`src/design/lpps_pkg.sv`:
```
// Package for the list pattern position search core.
// Shared widths, element type, mode codes and control struct; no dependencies.
`default_nettype none

package lpps_pkg;

    localparam int TYPE_W         = 2;
    localparam int VALUE_W        = 32;
    localparam int ELEM_W         = TYPE_W + VALUE_W;
    localparam int POS_W          = 6;
    localparam int MAX_RES        = 64;
    localparam int CNT_W          = $clog2(MAX_RES + 1);
    localparam int DEF_LIST_DEPTH = 64;

    typedef logic [ELEM_W-1:0] elem_t;

    typedef enum logic [1:0] {
        MODE_PAT  = 2'd0,
        MODE_LIST = 2'd1,
        MODE_RPT  = 2'd2,
        MODE_CLR  = 2'd3
    } mode_t;

    // Write-side strobes from the sequencer to the two element stores.
    typedef struct packed {
        logic list_we;
        logic list_clr;
        logic pat_we;
    } mem_ctl_t;

endpackage

`default_nettype wire

```
`src/design/lpps_if.sv`:
```
// Channel interfaces for the list pattern position search core.
// Depends on lpps_pkg for field types.
`default_nettype none

interface lpps_in_if
    import lpps_pkg::*;
();
    logic                 valid;
    logic                 ready;
    mode_t                mode;
    logic [TYPE_W-1:0]    elem_type;
    logic [VALUE_W-1:0]   elem_value;
    logic                 last;

    modport source (output valid, mode, elem_type, elem_value, last, input ready);
    modport sink   (input valid, mode, elem_type, elem_value, last, output ready);
endinterface

interface lpps_out_if
    import lpps_pkg::*;
();
    logic                 valid;
    logic                 ready;
    logic                 found;
    logic [POS_W-1:0]     position;
    logic                 final_res;

    modport source (output valid, found, position, final_res, input ready);
    modport sink   (input valid, found, position, final_res, output ready);
endinterface

`default_nettype wire

```
`src/design/lpps_list_mem.sv`:
```
// List element store: one write port, one registered read port, per-entry valid bits.
// An entry that is not valid reads as integer zero. Depends on lpps_pkg.
`default_nettype none

module lpps_list_mem
    import lpps_pkg::*;
#(
    parameter int LIST_DEPTH = DEF_LIST_DEPTH,
    localparam int ADDR_W = $clog2(LIST_DEPTH)
) (
    input  wire logic              clk,
    input  wire logic              rst_n,
    input  wire logic              we,
    input  wire logic              clr,
    input  wire logic [ADDR_W-1:0] waddr,
    input  wire elem_t             wdata,
    input  wire logic [ADDR_W-1:0] raddr,
    output      elem_t             rdata
);

    elem_t                 mem [LIST_DEPTH];
    logic [LIST_DEPTH-1:0] valid_reg;
    elem_t                 rdata_reg;

    always_ff @(posedge clk or negedge rst_n)
    begin
        if (!rst_n)
        begin
            valid_reg <= '0;
        end
        else if (clr)
        begin
            valid_reg <= '0;
        end
        else if (we)
        begin
            valid_reg[waddr] <= 1'b1;
        end
    end

    always_ff @(posedge clk)
    begin
        if (we)
        begin
            mem[waddr] <= wdata;
        end
        rdata_reg <= valid_reg[raddr] ? mem[raddr] : '0;
    end

    assign rdata = rdata_reg;

endmodule

`default_nettype wire

```
`src/design/lpps_pat_mem.sv`:
```
// Pattern element store: one write port, one registered read port.
// Contents are undefined until written. Depends on lpps_pkg.
`default_nettype none

module lpps_pat_mem
    import lpps_pkg::*;
#(
    parameter int LIST_DEPTH = DEF_LIST_DEPTH,
    localparam int ADDR_W = $clog2(LIST_DEPTH)
) (
    input  wire logic              clk,
    input  wire logic              we,
    input  wire logic [ADDR_W-1:0] waddr,
    input  wire elem_t             wdata,
    input  wire logic [ADDR_W-1:0] raddr,
    output      elem_t             rdata
);

    elem_t mem [LIST_DEPTH];
    elem_t rdata_reg;

    always_ff @(posedge clk)
    begin
        if (we)
        begin
            mem[waddr] <= wdata;
        end
        rdata_reg <= mem[raddr];
    end

    assign rdata = rdata_reg;

endmodule

`default_nettype wire

```
`src/design/lpps_ctrl.sv`:
```
// Sequencer for the list pattern position search: load bookkeeping, the
// shared element comparator walk, and the result register. Depends on lpps_pkg.
`default_nettype none

module lpps_ctrl
    import lpps_pkg::*;
#(
    parameter int LIST_DEPTH = DEF_LIST_DEPTH,
    localparam int ADDR_W = $clog2(LIST_DEPTH),
    localparam int LEN_W  = $clog2(LIST_DEPTH + 1)
) (
    input  wire logic              clk,
    input  wire logic              rst_n,
    input  wire logic              wrap_enable,
    input  wire logic              in_valid,
    input  wire mode_t             in_mode,
    input  wire logic              in_last,
    output      logic              in_ready,
    input  wire logic              out_ready,
    output      logic              out_valid,
    output      logic              out_found,
    output      logic [POS_W-1:0]  out_pos,
    output      logic              out_final,
    output      mem_ctl_t          mem_ctl,
    output      logic [ADDR_W-1:0] list_waddr,
    output      logic [ADDR_W-1:0] pat_waddr,
    output      logic [ADDR_W-1:0] list_raddr,
    output      logic [ADDR_W-1:0] pat_raddr,
    input  wire elem_t             list_rdata,
    input  wire elem_t             pat_rdata
);

    typedef enum logic [2:0] {
        ST_IDLE,
        ST_ISSUE,
        ST_CHECK,
        ST_PUSH,
        ST_DONE
    } state_t;

    localparam logic [LEN_W-1:0] DEPTH_L = LEN_W'(LIST_DEPTH);
    localparam logic [LEN_W-1:0] ONE_L   = LEN_W'(1);

    state_t           state_reg, state_next;
    logic [LEN_W-1:0] list_len_reg, list_len_next;
    logic [LEN_W-1:0] pat_len_reg, pat_len_next;
    logic [LEN_W-1:0] list_fill_reg, list_fill_next;
    logic [LEN_W-1:0] pat_fill_reg, pat_fill_next;
    logic [LEN_W-1:0] start_reg, start_next;
    logic [LEN_W-1:0] idx_reg, idx_next;
    logic [LEN_W-1:0] at_reg, at_next;
    logic [LEN_W-1:0] end_reg, end_next;
    logic [CNT_W-1:0] cnt_reg, cnt_next;
    logic             pend_valid_reg, pend_valid_next;
    logic [POS_W-1:0] pend_pos_reg, pend_pos_next;
    logic             out_valid_reg, out_valid_next;
    logic             out_found_reg, out_found_next;
    logic [POS_W-1:0] out_pos_reg, out_pos_next;
    logic             out_final_reg, out_final_next;

    logic             accept;
    logic             slot_free;
    logic             list_room;
    logic             pat_room;
    logic [LEN_W-1:0] pat_fill_inc;
    logic [LEN_W-1:0] list_fill_inc;
    logic             start_search;
    logic [LEN_W-1:0] plen_sel;
    logic [LEN_W-1:0] start_inc;
    logic [LEN_W-1:0] at_inc;
    logic             start_last;

    assign accept        = in_valid && (state_reg == ST_IDLE);
    assign slot_free     = !out_valid_reg || out_ready;
    assign list_room     = list_fill_reg < DEPTH_L;
    assign pat_room      = pat_fill_reg < DEPTH_L;
    assign list_fill_inc = list_room ? list_fill_reg + ONE_L : list_fill_reg;
    assign pat_fill_inc  = pat_room ? pat_fill_reg + ONE_L : pat_fill_reg;
    assign start_inc     = start_reg + ONE_L;
    assign at_inc        = at_reg + ONE_L;
    assign start_last    = (start_inc == end_reg);

    always_comb
    begin
        start_search = 1'b0;
        plen_sel     = pat_len_reg;
        if (accept)
        begin
            case (in_mode)
                MODE_PAT:
                begin
                    start_search = in_last;
                    plen_sel     = pat_fill_inc;
                end
                MODE_RPT: start_search = 1'b1;
                default:  start_search = 1'b0;
            endcase
        end
    end

    always_comb
    begin
        state_next      = state_reg;
        list_len_next   = list_len_reg;
        pat_len_next    = pat_len_reg;
        list_fill_next  = list_fill_reg;
        pat_fill_next   = pat_fill_reg;
        start_next      = start_reg;
        idx_next        = idx_reg;
        at_next         = at_reg;
        end_next        = end_reg;
        cnt_next        = cnt_reg;
        pend_valid_next = pend_valid_reg;
        pend_pos_next   = pend_pos_reg;
        out_valid_next  = out_valid_reg && !out_ready;
        out_found_next  = out_found_reg;
        out_pos_next    = out_pos_reg;
        out_final_next  = out_final_reg;
        mem_ctl         = '0;

        case (state_reg)
            ST_IDLE:
            begin
                if (accept)
                begin
                    case (in_mode)
                        MODE_PAT:
                        begin
                            mem_ctl.pat_we = pat_room;
                            pat_fill_next  = pat_fill_inc;
                            if (in_last)
                            begin
                                pat_len_next  = pat_fill_inc;
                                pat_fill_next = '0;
                            end
                        end
                        MODE_LIST:
                        begin
                            mem_ctl.list_we = list_room;
                            list_fill_next  = list_fill_inc;
                            if (in_last)
                            begin
                                list_len_next  = list_fill_inc;
                                list_fill_next = '0;
                            end
                        end
                        MODE_CLR:
                        begin
                            mem_ctl.list_clr = 1'b1;
                            list_len_next    = '0;
                            list_fill_next   = '0;
                        end
                        default:
                        begin
                        end
                    endcase
                end
                if (start_search)
                begin
                    start_next      = '0;
                    idx_next        = '0;
                    at_next         = '0;
                    cnt_next        = '0;
                    pend_valid_next = 1'b0;
                    end_next        = wrap_enable ? list_len_reg
                                                  : list_len_reg - plen_sel + ONE_L;
                    if (plen_sel == '0 || plen_sel > list_len_reg)
                    begin
                        state_next = ST_DONE;
                    end
                    else
                    begin
                        state_next = ST_ISSUE;
                    end
                end
            end
            ST_ISSUE:
            begin
                state_next = ST_CHECK;
            end
            ST_CHECK:
            begin
                if (pat_rdata != list_rdata)
                begin
                    idx_next   = '0;
                    start_next = start_inc;
                    at_next    = start_inc;
                    state_next = start_last ? ST_DONE : ST_ISSUE;
                end
                else if (idx_reg + ONE_L == pat_len_reg)
                begin
                    state_next = ST_PUSH;
                end
                else
                begin
                    idx_next   = idx_reg + ONE_L;
                    at_next    = (at_inc == list_len_reg) ? '0 : at_inc;
                    state_next = ST_ISSUE;
                end
            end
            ST_PUSH:
            begin
                // Release the held match, hold the new one until its successor shows or the search ends.
                if (!pend_valid_reg || slot_free)
                begin
                    if (pend_valid_reg)
                    begin
                        out_valid_next = 1'b1;
                        out_found_next = 1'b1;
                        out_pos_next   = pend_pos_reg;
                        out_final_next = 1'b0;
                    end
                    pend_valid_next = 1'b1;
                    pend_pos_next   = POS_W'(start_reg);
                    cnt_next        = cnt_reg + CNT_W'(1);
                    idx_next        = '0;
                    start_next      = start_inc;
                    at_next         = start_inc;
                    if (cnt_reg == CNT_W'(MAX_RES - 1) || start_last)
                    begin
                        state_next = ST_DONE;
                    end
                    else
                    begin
                        state_next = ST_ISSUE;
                    end
                end
            end
            ST_DONE:
            begin
                if (slot_free)
                begin
                    out_valid_next = 1'b1;
                    out_found_next = pend_valid_reg;
                    out_pos_next   = pend_valid_reg ? pend_pos_reg : '0;
                    out_final_next = 1'b1;
                    state_next     = ST_IDLE;
                end
            end
            default:
            begin
                state_next = ST_IDLE;
            end
        endcase
    end

    always_ff @(posedge clk or negedge rst_n)
    begin
        if (!rst_n)
        begin
            state_reg      <= ST_IDLE;
            list_len_reg   <= ONE_L;
            pat_len_reg    <= '0;
            list_fill_reg  <= '0;
            pat_fill_reg   <= '0;
            start_reg      <= '0;
            idx_reg        <= '0;
            at_reg         <= '0;
            end_reg        <= '0;
            cnt_reg        <= '0;
            pend_valid_reg <= 1'b0;
            pend_pos_reg   <= '0;
            out_valid_reg  <= 1'b0;
            out_found_reg  <= 1'b0;
            out_pos_reg    <= '0;
            out_final_reg  <= 1'b0;
        end
        else
        begin
            state_reg      <= state_next;
            list_len_reg   <= list_len_next;
            pat_len_reg    <= pat_len_next;
            list_fill_reg  <= list_fill_next;
            pat_fill_reg   <= pat_fill_next;
            start_reg      <= start_next;
            idx_reg        <= idx_next;
            at_reg         <= at_next;
            end_reg        <= end_next;
            cnt_reg        <= cnt_next;
            pend_valid_reg <= pend_valid_next;
            pend_pos_reg   <= pend_pos_next;
            out_valid_reg  <= out_valid_next;
            out_found_reg  <= out_found_next;
            out_pos_reg    <= out_pos_next;
            out_final_reg  <= out_final_next;
        end
    end

    assign in_ready   = (state_reg == ST_IDLE);
    assign out_valid  = out_valid_reg;
    assign out_found  = out_found_reg;
    assign out_pos    = out_pos_reg;
    assign out_final  = out_final_reg;
    assign list_waddr = list_fill_reg[ADDR_W-1:0];
    assign pat_waddr  = pat_fill_reg[ADDR_W-1:0];
    assign list_raddr = at_reg[ADDR_W-1:0];
    assign pat_raddr  = idx_reg[ADDR_W-1:0];

endmodule

`default_nettype wire

```
`src/design/list_pattern_position_search_core.sv`:
```
// List pattern position search core: top level.
// List/pattern element loads and clears are taken while idle; a search walks each element
// compare through an issue state (memory read) then a check state (compare), plus a push
// state per match, bounded by the single shared comparator walk.
// Throughput: one element transaction per cycle while loading; no input during a search.
// Reset: async active low; list reads as one integer zero entry, pattern empty, wrap off.
`default_nettype none

module list_pattern_position_search_core
    import lpps_pkg::*;
#(
    parameter int LIST_DEPTH = DEF_LIST_DEPTH
) (
    input  wire logic  clk,
    input  wire logic  rst_n,
    lpps_in_if.sink    in_ch,
    lpps_out_if.source out_ch,
    input  wire logic  cfg_we,
    input  wire logic  cfg_wdata
);

    localparam int ADDR_W = $clog2(LIST_DEPTH);

    // Wrap control register; the user must write it only while the core is idle (not enforced here).
    logic wrap_enable_reg;

    always_ff @(posedge clk or negedge rst_n)
    begin
        if (!rst_n)
        begin
            wrap_enable_reg <= 1'b0;
        end
        else if (cfg_we)
        begin
            wrap_enable_reg <= cfg_wdata;
        end
    end

    mem_ctl_t          mem_ctl;
    logic [ADDR_W-1:0] list_waddr;
    logic [ADDR_W-1:0] pat_waddr;
    logic [ADDR_W-1:0] list_raddr;
    logic [ADDR_W-1:0] pat_raddr;
    elem_t             list_rdata;
    elem_t             pat_rdata;
    elem_t             in_word;

    // Type tag and raw value compare as one word, so floats match bitwise.
    assign in_word = {in_ch.elem_type, in_ch.elem_value};

    // Sequencer: load bookkeeping, comparator walk, result register.
    lpps_ctrl #(
        .LIST_DEPTH (LIST_DEPTH)
    ) u_ctrl (
        .clk         (clk),
        .rst_n       (rst_n),
        .wrap_enable (wrap_enable_reg),
        .in_valid    (in_ch.valid),
        .in_mode     (in_ch.mode),
        .in_last     (in_ch.last),
        .in_ready    (in_ch.ready),
        .out_ready   (out_ch.ready),
        .out_valid   (out_ch.valid),
        .out_found   (out_ch.found),
        .out_pos     (out_ch.position),
        .out_final   (out_ch.final_res),
        .mem_ctl     (mem_ctl),
        .list_waddr  (list_waddr),
        .pat_waddr   (pat_waddr),
        .list_raddr  (list_raddr),
        .pat_raddr   (pat_raddr),
        .list_rdata  (list_rdata),
        .pat_rdata   (pat_rdata)
    );

    // List store; clear drops all valid bits at once, so entries read as integer zero.
    lpps_list_mem #(
        .LIST_DEPTH (LIST_DEPTH)
    ) u_list_mem (
        .clk   (clk),
        .rst_n (rst_n),
        .we    (mem_ctl.list_we),
        .clr   (mem_ctl.list_clr),
        .waddr (list_waddr),
        .wdata (in_word),
        .raddr (list_raddr),
        .rdata (list_rdata)
    );

    // Pattern store; only entries below the pattern length are ever read.
    lpps_pat_mem #(
        .LIST_DEPTH (LIST_DEPTH)
    ) u_pat_mem (
        .clk   (clk),
        .we    (mem_ctl.pat_we),
        .waddr (pat_waddr),
        .wdata (in_word),
        .raddr (pat_raddr),
        .rdata (pat_rdata)
    );

endmodule

`default_nettype wire

```
`src/flat_wrapper.sv`:
```
// flat-port wrapper written by rule: the top's interface ports become plain ports
module list_pattern_position_search_core_flat import lpps_pkg::*;
#(
    parameter int LIST_DEPTH = DEF_LIST_DEPTH
)
  (clk, rst_n, cfg_we, cfg_wdata, in_ch_valid, in_ch_mode, in_ch_elem_type, in_ch_elem_value, in_ch_last, in_ch_ready, out_ch_valid, out_ch_found, out_ch_position, out_ch_final_res, out_ch_ready);
  lpps_in_if in_ch_i ();
  lpps_out_if out_ch_i ();
  input  wire logic clk;
  input  wire logic rst_n;
  input  wire logic cfg_we;
  input  wire logic cfg_wdata;
  input wire logic [$bits(in_ch_i.valid)-1:0] in_ch_valid;
  input wire logic [$bits(in_ch_i.mode)-1:0] in_ch_mode;
  input wire logic [$bits(in_ch_i.elem_type)-1:0] in_ch_elem_type;
  input wire logic [$bits(in_ch_i.elem_value)-1:0] in_ch_elem_value;
  input wire logic [$bits(in_ch_i.last)-1:0] in_ch_last;
  output wire logic [$bits(in_ch_i.ready)-1:0] in_ch_ready;
  output wire logic [$bits(out_ch_i.valid)-1:0] out_ch_valid;
  output wire logic [$bits(out_ch_i.found)-1:0] out_ch_found;
  output wire logic [$bits(out_ch_i.position)-1:0] out_ch_position;
  output wire logic [$bits(out_ch_i.final_res)-1:0] out_ch_final_res;
  input wire logic [$bits(out_ch_i.ready)-1:0] out_ch_ready;
  assign in_ch_i.valid = in_ch_valid;
  assign in_ch_i.mode = in_ch_mode;
  assign in_ch_i.elem_type = in_ch_elem_type;
  assign in_ch_i.elem_value = in_ch_elem_value;
  assign in_ch_i.last = in_ch_last;
  assign in_ch_ready = in_ch_i.ready;
  assign out_ch_valid = out_ch_i.valid;
  assign out_ch_found = out_ch_i.found;
  assign out_ch_position = out_ch_i.position;
  assign out_ch_final_res = out_ch_i.final_res;
  assign out_ch_i.ready = out_ch_ready;
  list_pattern_position_search_core #(.LIST_DEPTH(LIST_DEPTH)) u_core (.clk(clk), .rst_n(rst_n), .in_ch(in_ch_i), .out_ch(out_ch_i), .cfg_we(cfg_we), .cfg_wdata(cfg_wdata));
endmodule
```
`config.mk`:
```
export PLATFORM = sky130hd
export DESIGN_NAME = list_pattern_position_search_core_flat
export DESIGN_NICKNAME = d
export VERILOG_FILES = /design/src/design/lpps_pkg.sv /design/src/design/lpps_if.sv /design/src/design/lpps_list_mem.sv /design/src/design/lpps_pat_mem.sv /design/src/design/lpps_ctrl.sv /design/src/design/list_pattern_position_search_core.sv /design/src/flat_wrapper.sv
export SDC_FILE = /design/constraint.sdc
export NUM_CORES = 2
export LEC_CHECK = 0
export ABC_CLOCK_PERIOD_IN_PS = 7140
export BUFFER_PORTS_ARGS = -buffer_cell sky130_fd_sc_hd__buf_2
export CAP_MARGIN = 20
export CORE_MARGIN = 4
export CORE_UTILIZATION = 63
export CTS_CLUSTER_SIZE = 25
export DETAILED_ROUTE_END_ITERATION = 6
export PLACE_DENSITY = 0.79
export REMOVE_ABC_BUFFERS = 1
export SLEW_MARGIN = 30
export SYNTH_ARGS = -nofsm -noshare
export SYNTH_HDL_FRONTEND = slang
export SYNTH_HIERARCHICAL = 1
export SYNTH_MEMORY_MAX_BITS = 65536
export SYNTH_SLANG_ARGS = --single-unit
```
`constraint.sdc`:
```
create_clock -name clk -period 7.14 [get_ports clk]
set_clock_uncertainty 0.05 [all_clocks]
set_input_delay 0 -clock clk [delete_from_list [all_inputs] [get_ports clk]]
set_output_delay 0 -clock clk [all_outputs]
set_load 0.1 [all_outputs]
```
==> impl_metrics.ini <==
[clock_tree]
root_buffer = clkbuf_16
cts.sinks = 4567
numCtsBuffers = 433
htreeDepth = 5
tritoncts = yes
ctsResizeCount = 0
clk_path_buf_depth = 4
cts_setup_buffers = 0
clk_pin_slew_ns = 0.06
clk_latency_ns = 0.98

[routing]
drt_iter0_drc = 17700
wl_mm = 510
post_drt_wl_per_cell_um = 40.5
dr.pass1.iters = 7
vias = 93400
ant_nets = 0
via_per_inst = 7.42
drc = 1

[cells_and_area]
synthToLayoutAreaGrowth_pct = 13.3
drive_above_1_share_pct = 27.1
final_common_cell = edfxtp_1
final_cell_mix = edfxtp_1 (4352), mux4_2 (1089), clkbuf_16 (436)
nNetsFinal = 8558
finalNonFillerCells = 12600

[sta]
relSlewSlack_pct = 21.8
finalHoldViolations = 0
tightest_slew_ns = 1.16
rsz0062_at_grt = false
period_needed_ns = 5.33
min_period_over_period_pct = 74.7
clock.fmax_mhz = 188
drv_slew = 0
setup_viol = 0

[logic_synthesis]
synth-main-ff-cell = edfxtp_1
synth_compound_area_share_pct = 2.50
yosys_warnings = 6
synthSimpleGateAreaFrac_pct = 2.34
synthCells = 8103
synth_edf_count = 4352
synth_top_cell_area_share_pct = 74.3
synth_fa_ha_area_share_pct = 0.168
post_synth.cell_area_avg_um2 = 21.7
synth_top_family_by_area = multiplexers
muxShareOfSynthArea_pct = 15.9
ys_ff_latch = 4567
synth_area_leaders = edfxtp_1 (74%), mux4_2 (14%), dfrtp_1 (2.1%)
synthArstFlopShare_pct = 3.22
synth_top_area_cell = edfxtp_1
seq_area_frac_synth_pct = 77.2
syn-cell-area_um2 = 176000
synth_xor_area_share_pct = 0.412
synth.distinct_cells = 78

[global_routing]
grt_usage_pct = 35.4
grt_overflow = 0
grt_max_degree = 128
antenna_found_initial = 48
grt_pass1_wl_mm = 712
grt_pass1_vias = 91500

[die]
coreArea_um2 = 277000
ios = 53
num_rows = 193
initial_utilization_pct = 63.4
fp.dieW_um = 536
fp.dieArea_um2 = 288000
dieHeight_um = 536

[worst_setup_path]
worstSetupStartpointType = register
endpoint_kind = register
ff2ff_setup_slack_ns = 1.81
crit_slowest_cell = nor3_2
r2r_cells = 8
cp.arrival_ns = 5.88
worstPathMaxFanout = 25
path_cells = or4b_4, or3_1, nor2_1, buf_4, nor2b_1, nand4_1, nor3_2, buf_4
worstSetupPathType = register to register
cp.required_ns = 7.68
cpMostUsedCell = buf_4
slowest_delay_ns = 0.86

[hold_path]
hp-class = primary input to register
worst_hold_path.num_cells = 2

[run]
cap_violations = 0

[power_and_ir_drop]
combPwrFrac_pct = 15.3
p_switching_mw = 16.5
power.internal_mw = 46.4
seqPwrFrac_pct = 47.8
p_leak_nw = 61.3
peakVddDrop_uv = 287
p_clk_share_pct = 36.9
power.total_mw = 62.9
swShare_pct = 26.3
power_density_nw_per_um2 = 316

[place]
placed_cells = 11700
hpwl_mm = 279
gp_congestion = 0.927
port_buffers = 52

[status]
status = finished, violations left
failed_checks = design-rule violations
worst paths after layout:
path / from / endpoint
setup / recovery: u_core/u_ctrl/state_reg[0] / u_core/u_pat_mem/mem[49][21]
hold / removal: in_ch_elem_value[29] / u_core/u_list_mem/mem[27][29]
setup reg to reg: u_core/u_ctrl/state_reg[0] / u_core/u_pat_mem/mem[49][21]
hold reg to reg: u_core/u_ctrl/cnt_reg[6] / u_core/u_ctrl/cnt_reg[6]
max in group asynchronous: rst_n / u_core/u_ctrl/idx_reg[3]
min in group asynchronous: rst_n / u_core/u_ctrl/list_len_reg[0]
per-stage QoR:
step	utilization (%)	setup WS [ns]	hold slack [ns]	cell area [um^2]	TNS (ns)
floorplan	-	-19.07	-0.346	173000	-1499.48
global placement	65.4	1.97	0.154	181000	0
detailed placement	66.4	2.01	0.0754	184000	0
CTS	71.7	1.89	0.000166	199000	0
global route	71.9	1.86	0.0472	199000	0
finish	71.9	1.81	0.0314	199000	0
cell usage after synthesis (22+ instances only):
library cell / number
a211oi_1: 22
a21oi_1: 50
a221o_1: 24
a221oi_1: 25
a22oi_1: 101
a32oi_1: 24
and3_1: 26
buf_1: 31
buf_2: 128
buf_4: 62
buf_6: 27
clkbuf_1: 214
dfrtp_1: 146
dfxtp_1: 68
edfxtp_1: 4352
ha_1: 22
inv_1: 33
mux2_2: 102
mux2i_1: 230
mux4_2: 1089
nand2_1: 187
nand2b_1: 40
nand3_1: 100
nand4_1: 59
nor2_1: 383
nor2b_1: 38
nor3_1: 26
o21ai_0: 53
o21bai_1: 24
o221ai_1: 39
o22ai_1: 130
xnor2_1: 61
cells by family (layout without fill, tap and decap cells):
| group | after synthesis | count (layout) |
|---|---|---|
| multiplexers | 1424 | 1424 |
| adder cells (fa/ha/maj) | 24 | 24 |
| XOR/XNOR | 78 | 78 |
| other | 0 | 19 |
| AND/OR/NAND/NOR | 902 | 902 |
| buffers and inverters | 502 | 1265 |
| AO/OA/AOI/OAI | 606 | 606 |
| flip-flops | 4567 | 4567 |
power groups by stage:
stage | Sequential, mW | Clock [mW] | Combinational [mW]
after floorplan | 31.0 | 0 | 5.47
after global placement | 30.6 | 0 | 8.70
after detailed placement | 30.6 | 0 | 8.90
after CTS | 30.0 | 23.3 | 9.20
after global routing | 30.0 | 24.5 | 9.80
final | 30.1 | 23.2 | 9.62
critical path: cells and delay by family, from the launching register on:
| family | cells | cell delay (ns) |
|---|---|---|
| buffers and inverters | 2 | 0.79 |
| DFF | 1 | 0.49 |
| and+or+nand+nor | 6 | 3.58 |
layer usage:
| metal | up-vias | global-route usage, % | part of all wire (%) |
|---|---|---|---|
| met1 | 48100 | 47.4 | 32 |
| met4 | 36 | 15.9 | 6.1 |
| met2 | 8896 | 53.7 | 47 |
| met5 | - | 0.164 | 0.047 |
| met3 | 1573 | 11.8 | 15 |
| li1 | 34800 | - | - |
timing repair:
action | 4_1_cts | 5_1_grt
endpoints found under the setup margin | 0 | 0
hold buffers | 54 | 1
endpoints found under the hold margin | 2574 | 9
area by class of cell:
cell class	count	area [um^2]
Sequential cell	4567	136000
Fill cell	14700	77900
Multi-Input combinational cell	3034	38700
Clock buffer	555	11600
Timing Repair Buffer	423	5830
Tap cell	3705	4640
Clock inverter	253	2560
Inverter	34	135
Antenna cell	19	47.5
Power figures use the tool's default switching activity.
